**src/design/pps_pkg.sv**
```systemverilog
// Shared types and constants of the phase parking servo.
package pps_pkg;

  localparam int PHASE_W   = 16;
  localparam int COUNT_W   = 22;
  localparam int ITER_W    = 8;
  localparam int GAIN_W    = 32;
  localparam int GAIN_FRAC = 22;
  localparam int ACTION_W  = 2;

  localparam int DIV_NUM_W = 40;
  localparam int DIV_DEN_W = 32;
  localparam int DIV_CNT_W = 6;

  localparam int CFG_IDX_W  = 3;
  localparam int CFG_DATA_W = 32;

  localparam logic [CFG_IDX_W-1:0] CFG_TARGET = 3'd0;
  localparam logic [CFG_IDX_W-1:0] CFG_TOL    = 3'd1;
  localparam logic [CFG_IDX_W-1:0] CFG_PERIOD = 3'd2;
  localparam logic [CFG_IDX_W-1:0] CFG_LIMIT  = 3'd3;
  localparam logic [CFG_IDX_W-1:0] CFG_GAIN   = 3'd4;

  localparam logic [PHASE_W-1:0] PERIOD_RESET = 16'd1120;
  localparam logic [ITER_W-1:0]  LIMIT_RESET  = 8'd64;
  localparam logic [GAIN_W-1:0]  GAIN_DEFAULT =
    GAIN_W'(((64'd1 << GAIN_FRAC) + 64'd5) / 64'd10);
  localparam logic [PHASE_W-1:0] MOVE_DEN = 16'd10;

  typedef enum logic [ACTION_W-1:0] {
    ACT_PULSE  = 2'd0,
    ACT_PARKED = 2'd1,
    ACT_LIMIT  = 2'd2,
    ACT_FAILED = 2'd3
  } action_t;

  typedef enum logic [1:0] {
    DIR_NONE = 2'd0,
    DIR_UP   = 2'd1,
    DIR_DOWN = 2'd2
  } dir_t;

  typedef enum logic [3:0] {
    ST_IDLE,
    ST_MOD_LAST,
    ST_MOD_PHASE,
    ST_LEARN,
    ST_RATIO,
    ST_PLAN,
    ST_MOD_TGT,
    ST_GAP,
    ST_MOVE,
    ST_PULSE,
    ST_OUT
  } state_t;

  typedef struct packed {
    logic [PHASE_W-1:0] phase;
    logic               start_req;
    logic               failed;
  } in_item_t;

  typedef struct packed {
    action_t            action;
    logic [COUNT_W-1:0] pulse_count;
    logic [PHASE_W-1:0] final_phase;
    logic [ITER_W-1:0]  iterations;
  } out_item_t;

  typedef struct packed {
    logic                 start;
    logic [DIV_NUM_W-1:0] num;
    logic [DIV_DEN_W-1:0] den;
    logic [DIV_CNT_W-1:0] nbits;
  } div_cmd_t;

  typedef struct packed {
    logic                 done;
    logic [DIV_NUM_W-1:0] quo;
    logic [DIV_DEN_W-1:0] rem;
  } div_rsp_t;

endpackage

```
**src/design/phase_park_servo.sv**
```systemverilog
// Closed-loop phase parking servo: top level with sequencer and run state.
//
// One measurement item enters on in_valid/in_ready and one result item leaves
// on out_valid/out_ready for each. A result either asks for a pulse of
// pulse_count substeps or ends the run (parked, iteration limit, failed).
// Configuration registers are written through cfg_we/cfg_idx/cfg_wdata with
// no wait; write them only while no item is in flight.
// All divisions and period reductions go through one bit-serial divider that
// retires one quotient bit per cycle, so latency is set by the dividend bits
// each item needs; a measurement that moved the phase adds a division for the
// gain update. One item is worked at a time; in_ready is high only while the
// sequencer is idle, from the cycle after the result is loaded. The finished
// result sits in an output register, so the next item is taken while a result
// still waits; a stalled receiver holds the sequencer only when a second
// result is ready to be loaded.
// Synchronous reset clears the run state, the gain to 0.1 and the registers
// to their reset values, and empties the output register.
module phase_park_servo #(
  parameter int unsigned PROBE_PULSES = 200,
  parameter int unsigned PULSE_LIMIT  = 4000000
) (
  input  logic                                 clk,
  input  logic                                 rst,
  input  logic                                 in_valid,
  output logic                                 in_ready,
  input  pps_pkg::in_item_t                    in_data,
  output logic                                 out_valid,
  input  logic                                 out_ready,
  output pps_pkg::out_item_t                   out_data,
  input  logic                                 cfg_we,
  input  logic [pps_pkg::CFG_IDX_W-1:0]        cfg_idx,
  input  logic [pps_pkg::CFG_DATA_W-1:0]       cfg_wdata
);

  localparam int PW = pps_pkg::PHASE_W;
  localparam int NCW = pps_pkg::COUNT_W;
  localparam int IW = pps_pkg::ITER_W;
  localparam int GW = pps_pkg::GAIN_W;
  localparam int NW = pps_pkg::DIV_NUM_W;
  localparam int DW = pps_pkg::DIV_DEN_W;
  localparam int BW = pps_pkg::DIV_CNT_W;
  localparam int G7W = PW + 3;

  localparam logic [NCW-1:0] PROBE_N   = NCW'(PROBE_PULSES);
  localparam logic [NW-1:0]  LIMIT_W   = NW'(PULSE_LIMIT);
  localparam logic [NCW-1:0] LIMIT_N   = NCW'(PULSE_LIMIT);
  localparam logic [BW-1:0]  MOD_BITS  = BW'(PW);
  localparam logic [BW-1:0]  QUO_BITS  = BW'(PW + pps_pkg::GAIN_FRAC);
  localparam logic [BW-1:0]  MOVE_BITS = BW'(G7W);

  pps_pkg::state_t    state, state_next;
  logic               launch, launch_next;
  logic               run_active, run_active_next;
  logic               learn_en, learn_en_next;
  pps_pkg::dir_t      dir, dir_next;
  logic [GW-1:0]      gain, gain_next;
  logic [IW-1:0]      tally, tally_next;
  logic [NCW-1:0]     last_pulse, last_pulse_next;
  logic [PW-1:0]      last_phase, last_phase_next;

  logic [PW-1:0]      ph, ph_next;
  logic [PW-1:0]      q0, q0_next;
  logic [PW-1:0]      q1, q1_next;
  logic [PW-1:0]      tq, tq_next;
  logic [PW-1:0]      ad, ad_next;
  logic [G7W-1:0]     g7, g7_next;
  logic [PW-1:0]      move, move_next;
  pps_pkg::out_item_t res, res_next;
  logic               out_load;

  logic [PW-1:0]      target_phase;
  logic [PW-1:0]      tolerance;
  logic [PW-1:0]      wrap_period;
  logic [IW-1:0]      iteration_limit;
  logic [GW-1:0]      initial_gain;

  pps_pkg::div_cmd_t  div_cmd;
  pps_pkg::div_rsp_t  div_rsp;

  logic [PW-1:0]      period;
  logic [PW:0]        fwd_wide;
  logic [PW-1:0]      fwd;
  logic               fwd_pos;
  logic [PW-1:0]      ad_calc;
  logic [PW:0]        gap_wide;
  logic [PW-1:0]      gap;
  logic               in_tol;
  logic [NW:0]        gain_sum;
  logic [NW-1:0]      gain_half;
  logic [GW-1:0]      gain_new;
  logic [NCW-1:0]     pulse_n;
  logic [NCW-1:0]     pulse_len;

  pps_div u_div (
    .clk (clk),
    .rst (rst),
    .cmd (div_cmd),
    .rsp (div_rsp)
  );

  assign period = (wrap_period == '0) ? PW'(1) : wrap_period;

  assign fwd_wide = (q1 >= q0) ? {1'b0, q1} - {1'b0, q0}
                               : {1'b0, q1} + {1'b0, period} - {1'b0, q0};
  assign fwd      = fwd_wide[PW-1:0];
  assign fwd_pos  = fwd <= (period >> 1);
  assign ad_calc  = fwd_pos ? fwd : period - fwd;

  always_comb begin
    if (dir == pps_pkg::DIR_UP) begin
      gap_wide = (tq >= q1) ? {1'b0, tq} - {1'b0, q1}
                            : {1'b0, tq} + {1'b0, period} - {1'b0, q1};
    end else begin
      gap_wide = (q1 >= tq) ? {1'b0, q1} - {1'b0, tq}
                            : {1'b0, q1} + {1'b0, period} - {1'b0, tq};
    end
  end

  assign gap    = gap_wide[PW-1:0];
  assign in_tol = (gap <= tolerance) || (tolerance >= period) ||
                  (gap >= period - tolerance);

  assign gain_sum  = {{(NW + 1 - GW){1'b0}}, gain} + {1'b0, div_rsp.quo};
  assign gain_half = gain_sum[NW:1];
  assign gain_new  = (|gain_half[NW-1:GW]) ? '1 :
                     (gain_half[GW-1:0] == '0) ? GW'(1) : gain_half[GW-1:0];

  assign pulse_len = (last_pulse == '0) ? NCW'(1) : last_pulse;
  assign pulse_n   = (div_rsp.quo == '0) ? NCW'(1) :
                     (div_rsp.quo > LIMIT_W) ? LIMIT_N : div_rsp.quo[NCW-1:0];

  assign out_load = (state == pps_pkg::ST_OUT) && (!out_valid || out_ready);

  always_comb begin
    state_next      = state;
    launch_next     = 1'b0;
    run_active_next = run_active;
    learn_en_next   = learn_en;
    dir_next        = dir;
    gain_next       = gain;
    tally_next      = tally;
    last_pulse_next = last_pulse;
    last_phase_next = last_phase;
    ph_next         = ph;
    q0_next         = q0;
    q1_next         = q1;
    tq_next         = tq;
    ad_next         = ad;
    g7_next         = g7;
    move_next       = move;
    res_next        = res;
    in_ready        = 1'b0;
    div_cmd         = '0;
    div_cmd.start   = launch;
    case (state)
      pps_pkg::ST_IDLE: begin
        in_ready = 1'b1;
        if (in_valid) begin
          ph_next = in_data.phase;
          if (in_data.start_req || !run_active) begin
            dir_next        = pps_pkg::DIR_NONE;
            tally_next      = '0;
            last_pulse_next = '0;
            gain_next       = (initial_gain != '0) ? initial_gain : pps_pkg::GAIN_DEFAULT;
            if (in_data.failed) begin
              run_active_next      = 1'b0;
              res_next.action      = pps_pkg::ACT_FAILED;
              res_next.pulse_count = '0;
              res_next.final_phase = '0;
              res_next.iterations  = '0;
              state_next           = pps_pkg::ST_OUT;
            end else begin
              run_active_next = 1'b1;
              last_phase_next = in_data.phase;
              learn_en_next   = 1'b0;
              launch_next     = 1'b1;
              state_next      = pps_pkg::ST_MOD_PHASE;
            end
          end else if (in_data.failed) begin
            run_active_next      = 1'b0;
            res_next.action      = pps_pkg::ACT_FAILED;
            res_next.pulse_count = '0;
            res_next.final_phase = '0;
            res_next.iterations  = tally;
            state_next           = pps_pkg::ST_OUT;
          end else begin
            learn_en_next = 1'b1;
            launch_next   = 1'b1;
            state_next    = pps_pkg::ST_MOD_LAST;
          end
        end
      end
      pps_pkg::ST_MOD_LAST: begin
        div_cmd.num   = {last_phase, {(NW - PW){1'b0}}};
        div_cmd.den   = DW'(period);
        div_cmd.nbits = MOD_BITS;
        if (div_rsp.done) begin
          q0_next     = div_rsp.rem[PW-1:0];
          launch_next = 1'b1;
          state_next  = pps_pkg::ST_MOD_PHASE;
        end
      end
      pps_pkg::ST_MOD_PHASE: begin
        div_cmd.num   = {ph, {(NW - PW){1'b0}}};
        div_cmd.den   = DW'(period);
        div_cmd.nbits = MOD_BITS;
        if (div_rsp.done) begin
          q1_next         = div_rsp.rem[PW-1:0];
          last_phase_next = ph;
          state_next      = learn_en ? pps_pkg::ST_LEARN : pps_pkg::ST_PLAN;
        end
      end
      pps_pkg::ST_LEARN: begin
        if (fwd == '0) begin
          state_next = pps_pkg::ST_PLAN;
        end else begin
          ad_next = ad_calc;
          if (dir == pps_pkg::DIR_NONE) begin
            dir_next = fwd_pos ? pps_pkg::DIR_UP : pps_pkg::DIR_DOWN;
          end
          launch_next = 1'b1;
          state_next  = pps_pkg::ST_RATIO;
        end
      end
      pps_pkg::ST_RATIO: begin
        div_cmd.num   = {ad, {(NW - PW){1'b0}}};
        div_cmd.den   = DW'(pulse_len);
        div_cmd.nbits = QUO_BITS;
        if (div_rsp.done) begin
          gain_next  = gain_new;
          state_next = pps_pkg::ST_PLAN;
        end
      end
      pps_pkg::ST_PLAN: begin
        if (tally >= iteration_limit) begin
          run_active_next      = 1'b0;
          res_next.action      = pps_pkg::ACT_LIMIT;
          res_next.pulse_count = '0;
          res_next.final_phase = last_phase;
          res_next.iterations  = tally;
          state_next           = pps_pkg::ST_OUT;
        end else if (dir == pps_pkg::DIR_NONE) begin
          last_pulse_next      = PROBE_N;
          tally_next           = tally + IW'(1);
          res_next.action      = pps_pkg::ACT_PULSE;
          res_next.pulse_count = PROBE_N;
          res_next.final_phase = last_phase;
          res_next.iterations  = tally + IW'(1);
          state_next           = pps_pkg::ST_OUT;
        end else begin
          launch_next = 1'b1;
          state_next  = pps_pkg::ST_MOD_TGT;
        end
      end
      pps_pkg::ST_MOD_TGT: begin
        div_cmd.num   = {target_phase, {(NW - PW){1'b0}}};
        div_cmd.den   = DW'(period);
        div_cmd.nbits = MOD_BITS;
        if (div_rsp.done) begin
          tq_next    = div_rsp.rem[PW-1:0];
          state_next = pps_pkg::ST_GAP;
        end
      end
      pps_pkg::ST_GAP: begin
        if (in_tol) begin
          run_active_next      = 1'b0;
          res_next.action      = pps_pkg::ACT_PARKED;
          res_next.pulse_count = '0;
          res_next.final_phase = last_phase;
          res_next.iterations  = tally;
          state_next           = pps_pkg::ST_OUT;
        end else begin
          g7_next     = {gap, 3'b000} - {3'b000, gap};
          launch_next = 1'b1;
          state_next  = pps_pkg::ST_MOVE;
        end
      end
      pps_pkg::ST_MOVE: begin
        div_cmd.num   = {g7, {(NW - G7W){1'b0}}};
        div_cmd.den   = DW'(pps_pkg::MOVE_DEN);
        div_cmd.nbits = MOVE_BITS;
        if (div_rsp.done) begin
          move_next   = div_rsp.quo[PW-1:0];
          launch_next = 1'b1;
          state_next  = pps_pkg::ST_PULSE;
        end
      end
      pps_pkg::ST_PULSE: begin
        div_cmd.num   = {move, {(NW - PW){1'b0}}};
        div_cmd.den   = gain;
        div_cmd.nbits = QUO_BITS;
        if (div_rsp.done) begin
          last_pulse_next      = pulse_n;
          tally_next           = tally + IW'(1);
          res_next.action      = pps_pkg::ACT_PULSE;
          res_next.pulse_count = pulse_n;
          res_next.final_phase = last_phase;
          res_next.iterations  = tally + IW'(1);
          state_next           = pps_pkg::ST_OUT;
        end
      end
      pps_pkg::ST_OUT: begin
        if (out_load) begin
          state_next = pps_pkg::ST_IDLE;
        end
      end
      default: begin
        state_next = pps_pkg::ST_IDLE;
      end
    endcase
  end

  always_ff @(posedge clk) begin
    if (rst) begin
      state      <= pps_pkg::ST_IDLE;
      launch     <= 1'b0;
      run_active <= 1'b0;
      learn_en   <= 1'b0;
      dir        <= pps_pkg::DIR_NONE;
      gain       <= pps_pkg::GAIN_DEFAULT;
      tally      <= '0;
      last_pulse <= '0;
      last_phase <= '0;
      out_valid  <= 1'b0;
    end else begin
      state      <= state_next;
      launch     <= launch_next;
      run_active <= run_active_next;
      learn_en   <= learn_en_next;
      dir        <= dir_next;
      gain       <= gain_next;
      tally      <= tally_next;
      last_pulse <= last_pulse_next;
      last_phase <= last_phase_next;
      if (out_load) begin
        out_valid <= 1'b1;
      end else if (out_ready) begin
        out_valid <= 1'b0;
      end
    end
  end

  always_ff @(posedge clk) begin
    ph   <= ph_next;
    q0   <= q0_next;
    q1   <= q1_next;
    tq   <= tq_next;
    ad   <= ad_next;
    g7   <= g7_next;
    move <= move_next;
    res  <= res_next;
    if (out_load) begin
      out_data <= res;
    end
  end

  always_ff @(posedge clk) begin
    if (rst) begin
      target_phase    <= '0;
      tolerance       <= '0;
      wrap_period     <= pps_pkg::PERIOD_RESET;
      iteration_limit <= pps_pkg::LIMIT_RESET;
      initial_gain    <= '0;
    end else if (cfg_we) begin
      case (cfg_idx)
        pps_pkg::CFG_TARGET: target_phase    <= cfg_wdata[PW-1:0];
        pps_pkg::CFG_TOL:    tolerance       <= cfg_wdata[PW-1:0];
        pps_pkg::CFG_PERIOD: wrap_period     <= cfg_wdata[PW-1:0];
        pps_pkg::CFG_LIMIT:  iteration_limit <= cfg_wdata[IW-1:0];
        pps_pkg::CFG_GAIN:   initial_gain    <= cfg_wdata[GW-1:0];
        default: begin
        end
      endcase
    end
  end

endmodule

```
**src/design/pps_div.sv**
```systemverilog
// Bit-serial restoring divider, one quotient bit per cycle, dividend left-justified.
module pps_div (
  input  logic               clk,
  input  logic               rst,
  input  pps_pkg::div_cmd_t  cmd,
  output pps_pkg::div_rsp_t  rsp
);

  localparam int NW = pps_pkg::DIV_NUM_W;
  localparam int DW = pps_pkg::DIV_DEN_W;
  localparam int CW = pps_pkg::DIV_CNT_W;

  logic          busy;
  logic          done;
  logic [CW-1:0] cnt;
  logic [NW-1:0] num_sh;
  logic [NW-1:0] quo;
  logic [DW-1:0] rem;
  logic [DW-1:0] den;
  logic [DW:0]   trial;
  logic [DW:0]   diff;
  logic          fits;

  assign trial = {rem, num_sh[NW-1]};
  assign fits  = trial >= {1'b0, den};
  assign diff  = trial - {1'b0, den};

  always_ff @(posedge clk) begin
    if (rst) begin
      busy <= 1'b0;
      done <= 1'b0;
      cnt  <= '0;
    end else begin
      done <= 1'b0;
      if (cmd.start) begin
        busy <= 1'b1;
        cnt  <= cmd.nbits;
      end else if (busy) begin
        cnt <= cnt - CW'(1);
        if (cnt == CW'(1)) begin
          busy <= 1'b0;
          done <= 1'b1;
        end
      end
    end
  end

  always_ff @(posedge clk) begin
    if (cmd.start) begin
      num_sh <= cmd.num;
      den    <= cmd.den;
      rem    <= '0;
      quo    <= '0;
    end else if (busy) begin
      num_sh <= {num_sh[NW-2:0], 1'b0};
      rem    <= fits ? diff[DW-1:0] : trial[DW-1:0];
      quo    <= {quo[NW-2:0], fits};
    end
  end

  assign rsp.done = done;
  assign rsp.quo  = quo;
  assign rsp.rem  = rem;

endmodule

```
**config.mk**
```make
export PLATFORM = sky130hd
export DESIGN_NAME = phase_park_servo
export DESIGN_NICKNAME = d
export VERILOG_FILES = /design/src/design/pps_pkg.sv /design/src/design/phase_park_servo.sv /design/src/design/pps_div.sv
export SDC_FILE = /design/constraint.sdc
export NUM_CORES = 1
export LEC_CHECK = 0
export BUFFER_PORTS_ARGS = -buffer_cell sky130_fd_sc_hd__buf_2
export CAP_MARGIN = 15
export CORE_MARGIN = 4
export CORE_UTILIZATION = 60
export DETAILED_ROUTE_END_ITERATION = 10
export GPL_TIMING_DRIVEN = 0
export HOLD_SLACK_MARGIN = 0.02
export PLACE_DENSITY = 0.77
export SYNTH_ARGS = -nofsm -noshare
export SYNTH_HDL_FRONTEND = slang
export SYNTH_SLANG_ARGS = --single-unit
export TNS_END_PERCENT = 1
```
**constraint.sdc**
```tcl
create_clock -name clk -period 23 [get_ports clk]
set_input_delay 4.6 -clock clk [delete_from_list [all_inputs] [get_ports clk]]
set_output_delay 4.6 -clock clk [all_outputs]
set_load 0.05 [all_outputs]
```
-- Word level (Yosys, flattened, before mapping)
Cells that the tools add are included.
- $add $sub $neg: 15
- $lt $le $gt $ge: 10
- equal/unequal tests: 35
- mux-type cells: 95
- bitwise gates (word level): 4
- reductions and logical operators: 47
- operator list (kind ; count):
    $pmux 78 s6 ; 1
    $mux 48 ; 8
    $mux 32 ; 7
    $pmux 48 s4 ; 1
    $mux 22 ; 8
    $mux 16 ; 10
    $sub 16x16->16 ; 8
    $ge 16x16->1 ; 5
    $mux 40 ; 2
    $pmux 22 s3 ; 1
    $pmux 32 s2 ; 1
    $mux 4 ; 13
    $pmux 4 s11 ; 1
    $add 32x40->41 ; 1
    $gt 40x22->1 const B ; 1
    $logic_not 40->1 ; 1
    $mux 8 ; 5
    $ge 33x32->1 ; 1
    $add 16x16->16 ; 2
    $logic_not 16->1 ; 2
    $logic_not 32->1 ; 1
    $pmux 16 s2 ; 1
    $reduce_bool 32->1 ; 1
    $sub 32x32->32 ; 1
    46 further kinds ; 123
- register bits after elaboration: 539
- bits of input ports: 58

-- Depth between registers and ports, before layout
- word-level depth: 11
- depth in mapped cells: 39

-- Cells and area by module
Synthesis repeated with hierarchy kept, for this count alone.
- cells, all modules: 3826
- area, all modules: 35022.3 µm²
- modules (own cells, without submodules) (module ; times used ; cells each ; area each (µm²) ; seq. area each (µm²)):
    phase_park_servo ; 1 ; 3062 ; 27192.3 ; 9859.5
    pps_div ; 1 ; 764 ; 7830.0 ; 3763.6

-- Worst setup path before layout
No wires, ideal clock.
- path type: register -> register
- from: register wrap_period[3]
- to: register res[0] in the netlist's numbering, enable pin
- setup time: 0.454 ns
- arrival time: 9.851 ns
- data required time: 22.546 ns
- setup slack: 12.695 ns
- cell stages (with the launch flop): 38
- period minus slack after synthesis: 10.305 ns
- cell sequence: dfxtp_1 clkbuf_1 clkbuf_1 nor4_1 a41oi_1 inv_1 ha_1 ha_1 a21o_1 maj3_1 maj3_1 maj3_1 o21ai_1 nand2_1 maj3_1 a21oi_1 o21bai_1 a21oi_1 (+2 left out) or3_1 a211oi_1 o31ai_1 a21o_1 a21oi_1 xnor2_1 a311oi_1 o211a_1 inv_1 ha_1 nand4_1 or4_1 nand4b_1 a311o_1 a211oi_1 o311ai_0 nor2_1 nor2_1
- cells in the longest elaborated chain, start to end: 11
- elaborated cells on any way between the ends: 17
- those cells by class: add/sub (5); order compare (3); eq/ne (1); mux (4); reduce/logical (4)
- ends and longest elaborated chain (item ; line ; text):
    start, declared ; phase_park_servo.sv:73 ; logic [PW-1:0] wrap_period;
    start signal, assigned ; phase_park_servo.sv:361 ; wrap_period <= pps_pkg::PERIOD_RESET;
    start signal, assigned ; phase_park_servo.sv:368 ; pps_pkg::CFG_PERIOD: wrap_period <= cfg_wdata[PW-1:0];
    $logic_not 16->1 ; phase_park_servo.sv:101 ; assign period = (wrap_period == '0) ? PW'(1) : wrap_period;
    $mux 16 (*) ; phase_park_servo.sv:101 ;
    $add 16x16->16 (on tied branches) ; phase_park_servo.sv:115, phase_park_servo.sv:112 ;
    $sub 16x16->16 (on tied branches) ; phase_park_servo.sv:115, phase_park_servo.sv:112 ;
    $mux 16 (on tied branches) ; phase_park_servo.sv:114, phase_park_servo.sv:111 ;
    $mux 16 ; phase_park_servo.sv:110 ; if (dir == pps_pkg::DIR_UP) begin
    $le 16x16->1 ; phase_park_servo.sv:120 ; assign in_tol = (gap <= tolerance) || (tolerance >= period) ||
    $logic_or 1x1->1 ; phase_park_servo.sv:120 ;
    $logic_or 1x1->1 (*) ; phase_park_servo.sv:120 ;
    $ne 2x2->1 (no source line) (*) ; -- ;
    $reduce_and 6->1 (no source line) (*) ; -- ;
    end signal, assigned ; phase_park_servo.sv:351 ; res <= res_next;
    end, declared ; phase_park_servo.sv:68 ; pps_pkg::out_item_t res, res_next;
Mark *: on every way between the ends. The rest lies on a longest branch, timed or not.
A chain may end at the register's enable or synchronous reset.

-- Final worst setup path
- from: register wrap_period[6]
- to: register res[41] in the netlist's numbering, enable pin
The elaborated chain is that of the path after synthesis.

==> impl_results.md <==
- Post-synthesis mux area share: 3.184%
- Critical path arrival: ~11 ns
- Seq/Total Area, Yosys: between 30 and 40%
- Power per cell area: approximately 91 mW/mm2
- Core footprint: around 0.054 mm2
- Async S/R FF share, synth: 0%
- Critical Path RT: ~23 ns
- Critical R2R Launch: wrap_period[6]
- Gr usage total: 32.89%
- Overflow after GRT: 0
- Critical-path top delay cell: clkbuf_1
- Period utilisation layout: about half
- Crit Path Class: flip-flop to flip-flop
- Pleak: approximately 15 nW
- Routed WL: between 100000 and 150000 um
- Clock-pin transition on the worst setup and hold timing paths: approximately 0.06 ns
- Synth Area in Compound Gates: between 10% and 20%
- Synth cell count leaders: nand2_1 (468), a21oi_1 (299), nor2_1 (294)
- Synthesized area: around 0.033 mm2
- Failing checks: DRC
- Top-count cell post-synth: nand2_1
- RSZ-0062 raised after global routing: no
- Maximum clock insertion buffer count: 3
- DRT iter0 DRCs: about 3100
- Clk_skew: around 0.061 ns
- CP endpoint kind: flip-flop
- VDD IR max: 0.07236 mV
- Total clock buffers created by CTS: 52
- Flop and latch count out of synthesis: just over 500
- Antenna-violating nets left: 0
- First-pass GRT wire length: between 150000 and 200000 um
- Synth Area in XOR/XNOR: 5.367%
- Yosys Warn Count: 0
- Slew Viols, Final: 0
- Hold Path Class: flip-flop to flip-flop
- Post-synth top area cell: edfxtp_1
- Fill cells: ~4400
- Area of the multi-input gates: roughly 0.018 mm2
- Initial Util: 60.90%
- Worst slew pin tran: 1.127 ns
- Die area: ~0.059 mm2
- Worst Setup SP: wrap_period[6]
- Latest clock arrival within the worst-skew pair: ~0.64 ns
- Synth top area cells: edfxtp_1 (24%), dfxtp_1 (16%), ha_1 (9.8%), nand2_1 (5.3%), a21oi_1 (4.5%)
- Syn Nets: about 4000
- Number of synthesized flops with an enable pin: around 260
- CP Max Fanout: 31
- Final cell count without fillers: roughly 4600
- Post-CTS setup buffer count: 0
- Row cnt: 85
- Port bufs: roughly 110
- Clock Sinks: ~520
- R2R Setup Slk: about 12 ns
- Pin count of the biggest net entering global routing: 32
- Pre-antenna DRT Iters: 11
- Post-CTS Resized: 0
- Worst hold start: res[7]
- CTS tree: built
- Cells after DPL: roughly 4500
- DR DRC count: 1
- Setup TNS: 0 ns
- Nets: between 4000 and 5000
- Hold slack: roughly 0.41 ns
- Via density: roughly 6.3
- Initial antenna violation count: 6
- Fmax: about 90 MHz
- Share of layout cells above drive strength 1: under 10%
- Type of origin of the critical path: flip-flop
- Adder-cell share of the synthesized area: around 11%
- Max transition margin: 24.26%
- Status: finished, violations left
- RePlAce Congestion: roughly 1.0
- Syn Inst Count: approximately 3700
- Largest stage delay on the critical path: 0.83 ns
- Netlist cell types: 95
- Wire per inst: approximately 22 um
- Area Overhead vs Synth: 10.42%
- Final min period: approximately 11 ns
- Synth Area in Simple Gates: 16.40%
- Final Util: between 60% and 70%
- Largest family of logic cells by synthesized area: compound AO/OA/AOI/OAI gates
- Vias in the first global route: roughly 27000
- DPL Wire Length: between 70000 and 80000 um
- Chip height: roughly 240 um
- Die X: about 240 um
- Htree depth: 2
- Root Buffer: clkbuf_16
- Seq. cell area: approximately 0.013 mm2
- Post-synth top area share: between 20% and 30%
- CTS Hold Bufs: 0
- Syn Area/Cell: between 8 and 9 um2
- Setup-failing EPs final: 0
- Max-cap viol count: 0
- Post-synth top flop: edfxtp_1
- I/O Pins: approximately 110
- Via count: 28770
- Final Hold Viols: 0
==> path summary, 6_finish.rpt <==
kind,to,cells after the start
worst min-delay path,out_data[7],0
worst max register to register,res[41],39
worst max-delay path,res[41],39
worst min register to register,out_data[7],0
==> final cells by class <==
cell class	count	share of cell area, %
Antenna cell	2	0.01375
Buffer	168	1.822
Clock buffer	71	4.224
Clock inverter	27	0.9487
Inverter	270	2.784
Multi-Input combinational cell	2728	50.33
Sequential cell	518	35.69
Tap cell	696	2.392
Timing Repair Buffer	115	1.794
==> where the power goes <==
group / leakage, nW / switching [W] / internal (W) / total (W)
Combinational: 9.69 / 0.000750 / 0.000409 / 0.00116
Sequential: 4.47 / 0.000105 / 0.00115 / 0.00125
Clock: 0.914 / 0.000374 / 0.000531 / 0.000906
Total: 15.1 / 0.00123 / 0.00209 / 0.00332
==> critical path, delay by kind of cell (launching register included) <==
family	cells	cell delay [ns]
compound gates	15	3.39
fa+ha+maj	8	2.55
buf+inv	6	2.25
simple gates	8	2.02
flops	1	0.31
xor+xnor	2	0.27
==> layout by cell type (no fill, tap or decap), types with 21 or more instances in the layout <==
| master | synthesis | final |
|---|---|---|
| o221ai_1 | 22 | 22 |
| clkbuf_1 | 142 | 149 |
| o211ai_1 | 22 | 22 |
| xor2_1 | 76 | 76 |
| o22ai_1 | 31 | 31 |
| nand3_1 | 49 | 49 |
| clkbuf_16 | 0 | 56 |
| nor4_1 | 36 | 36 |
| o21ai_0 | 145 | 145 |
| o21bai_1 | 21 | 21 |
| a21oi_1 | 299 | 299 |
| nand2b_1 | 36 | 36 |
| inv_1 | 265 | 265 |
| nor3_1 | 51 | 51 |
| nor2b_1 | 34 | 33 |
| a311oi_1 | 21 | 21 |
| and3_1 | 42 | 41 |
| nand4_1 | 29 | 29 |
| buf_2 | 13 | 121 |
| dfxtp_1 | 256 | 256 |
| ha_1 | 257 | 257 |
| mux2i_1 | 94 | 94 |
| a211oi_1 | 56 | 56 |
| xnor2_1 | 126 | 126 |
| nor2_1 | 294 | 291 |
| a21o_1 | 104 | 104 |
| edfxtp_1 | 262 | 262 |
| and2_1 | 63 | 63 |
| nand2_1 | 468 | 468 |
| o21a_1 | 36 | 36 |
==> sequential cells by signal, summed over array words and instances, names as in the netlist, 22 cells and up <==
name	flops
u_div.den	32
res	48
gain	32
initial_gain	32
u_div.rem	32
last_pulse	22
u_div.quo	40
out_data	48
==> logic make-up (layout without fill, tap and decap cells) <==
logic type	after synthesis	in the layout
fa+ha+maj	288	288
simple gates	1175	1175
other cells	0	2
buf+inv	438	651
compound gates	961	961
xor+xnor	202	202
flops	518	518
mux	102	102
==> per-stage QoR <==
step | power, W | setup WS [ns] | instance area, um2
floorplan | 0.002064 | 12.70 | 32970
global placement | 0.002372 | 8.550 | 34370
detailed placement | 0.002396 | 12.23 | 34510
CTS | 0.003301 | 12.18 | 36400
global route | 0.003488 | 11.47 | 36400
finish | 0.003318 | 11.84 | 36400
==> per-layer routing <==
| layer | share of wire (%) | track usage, % |
|---|---|---|
| met1 | 41 | 44.49 |
| met2 | 44 | 52.08 |
| met3 | 9.5 | 5.490 |
| met4 | 5.3 | 14.92 |
| met5 | 0.030 | 0 |
Note: power is estimated with default switching activity, not from simulation.
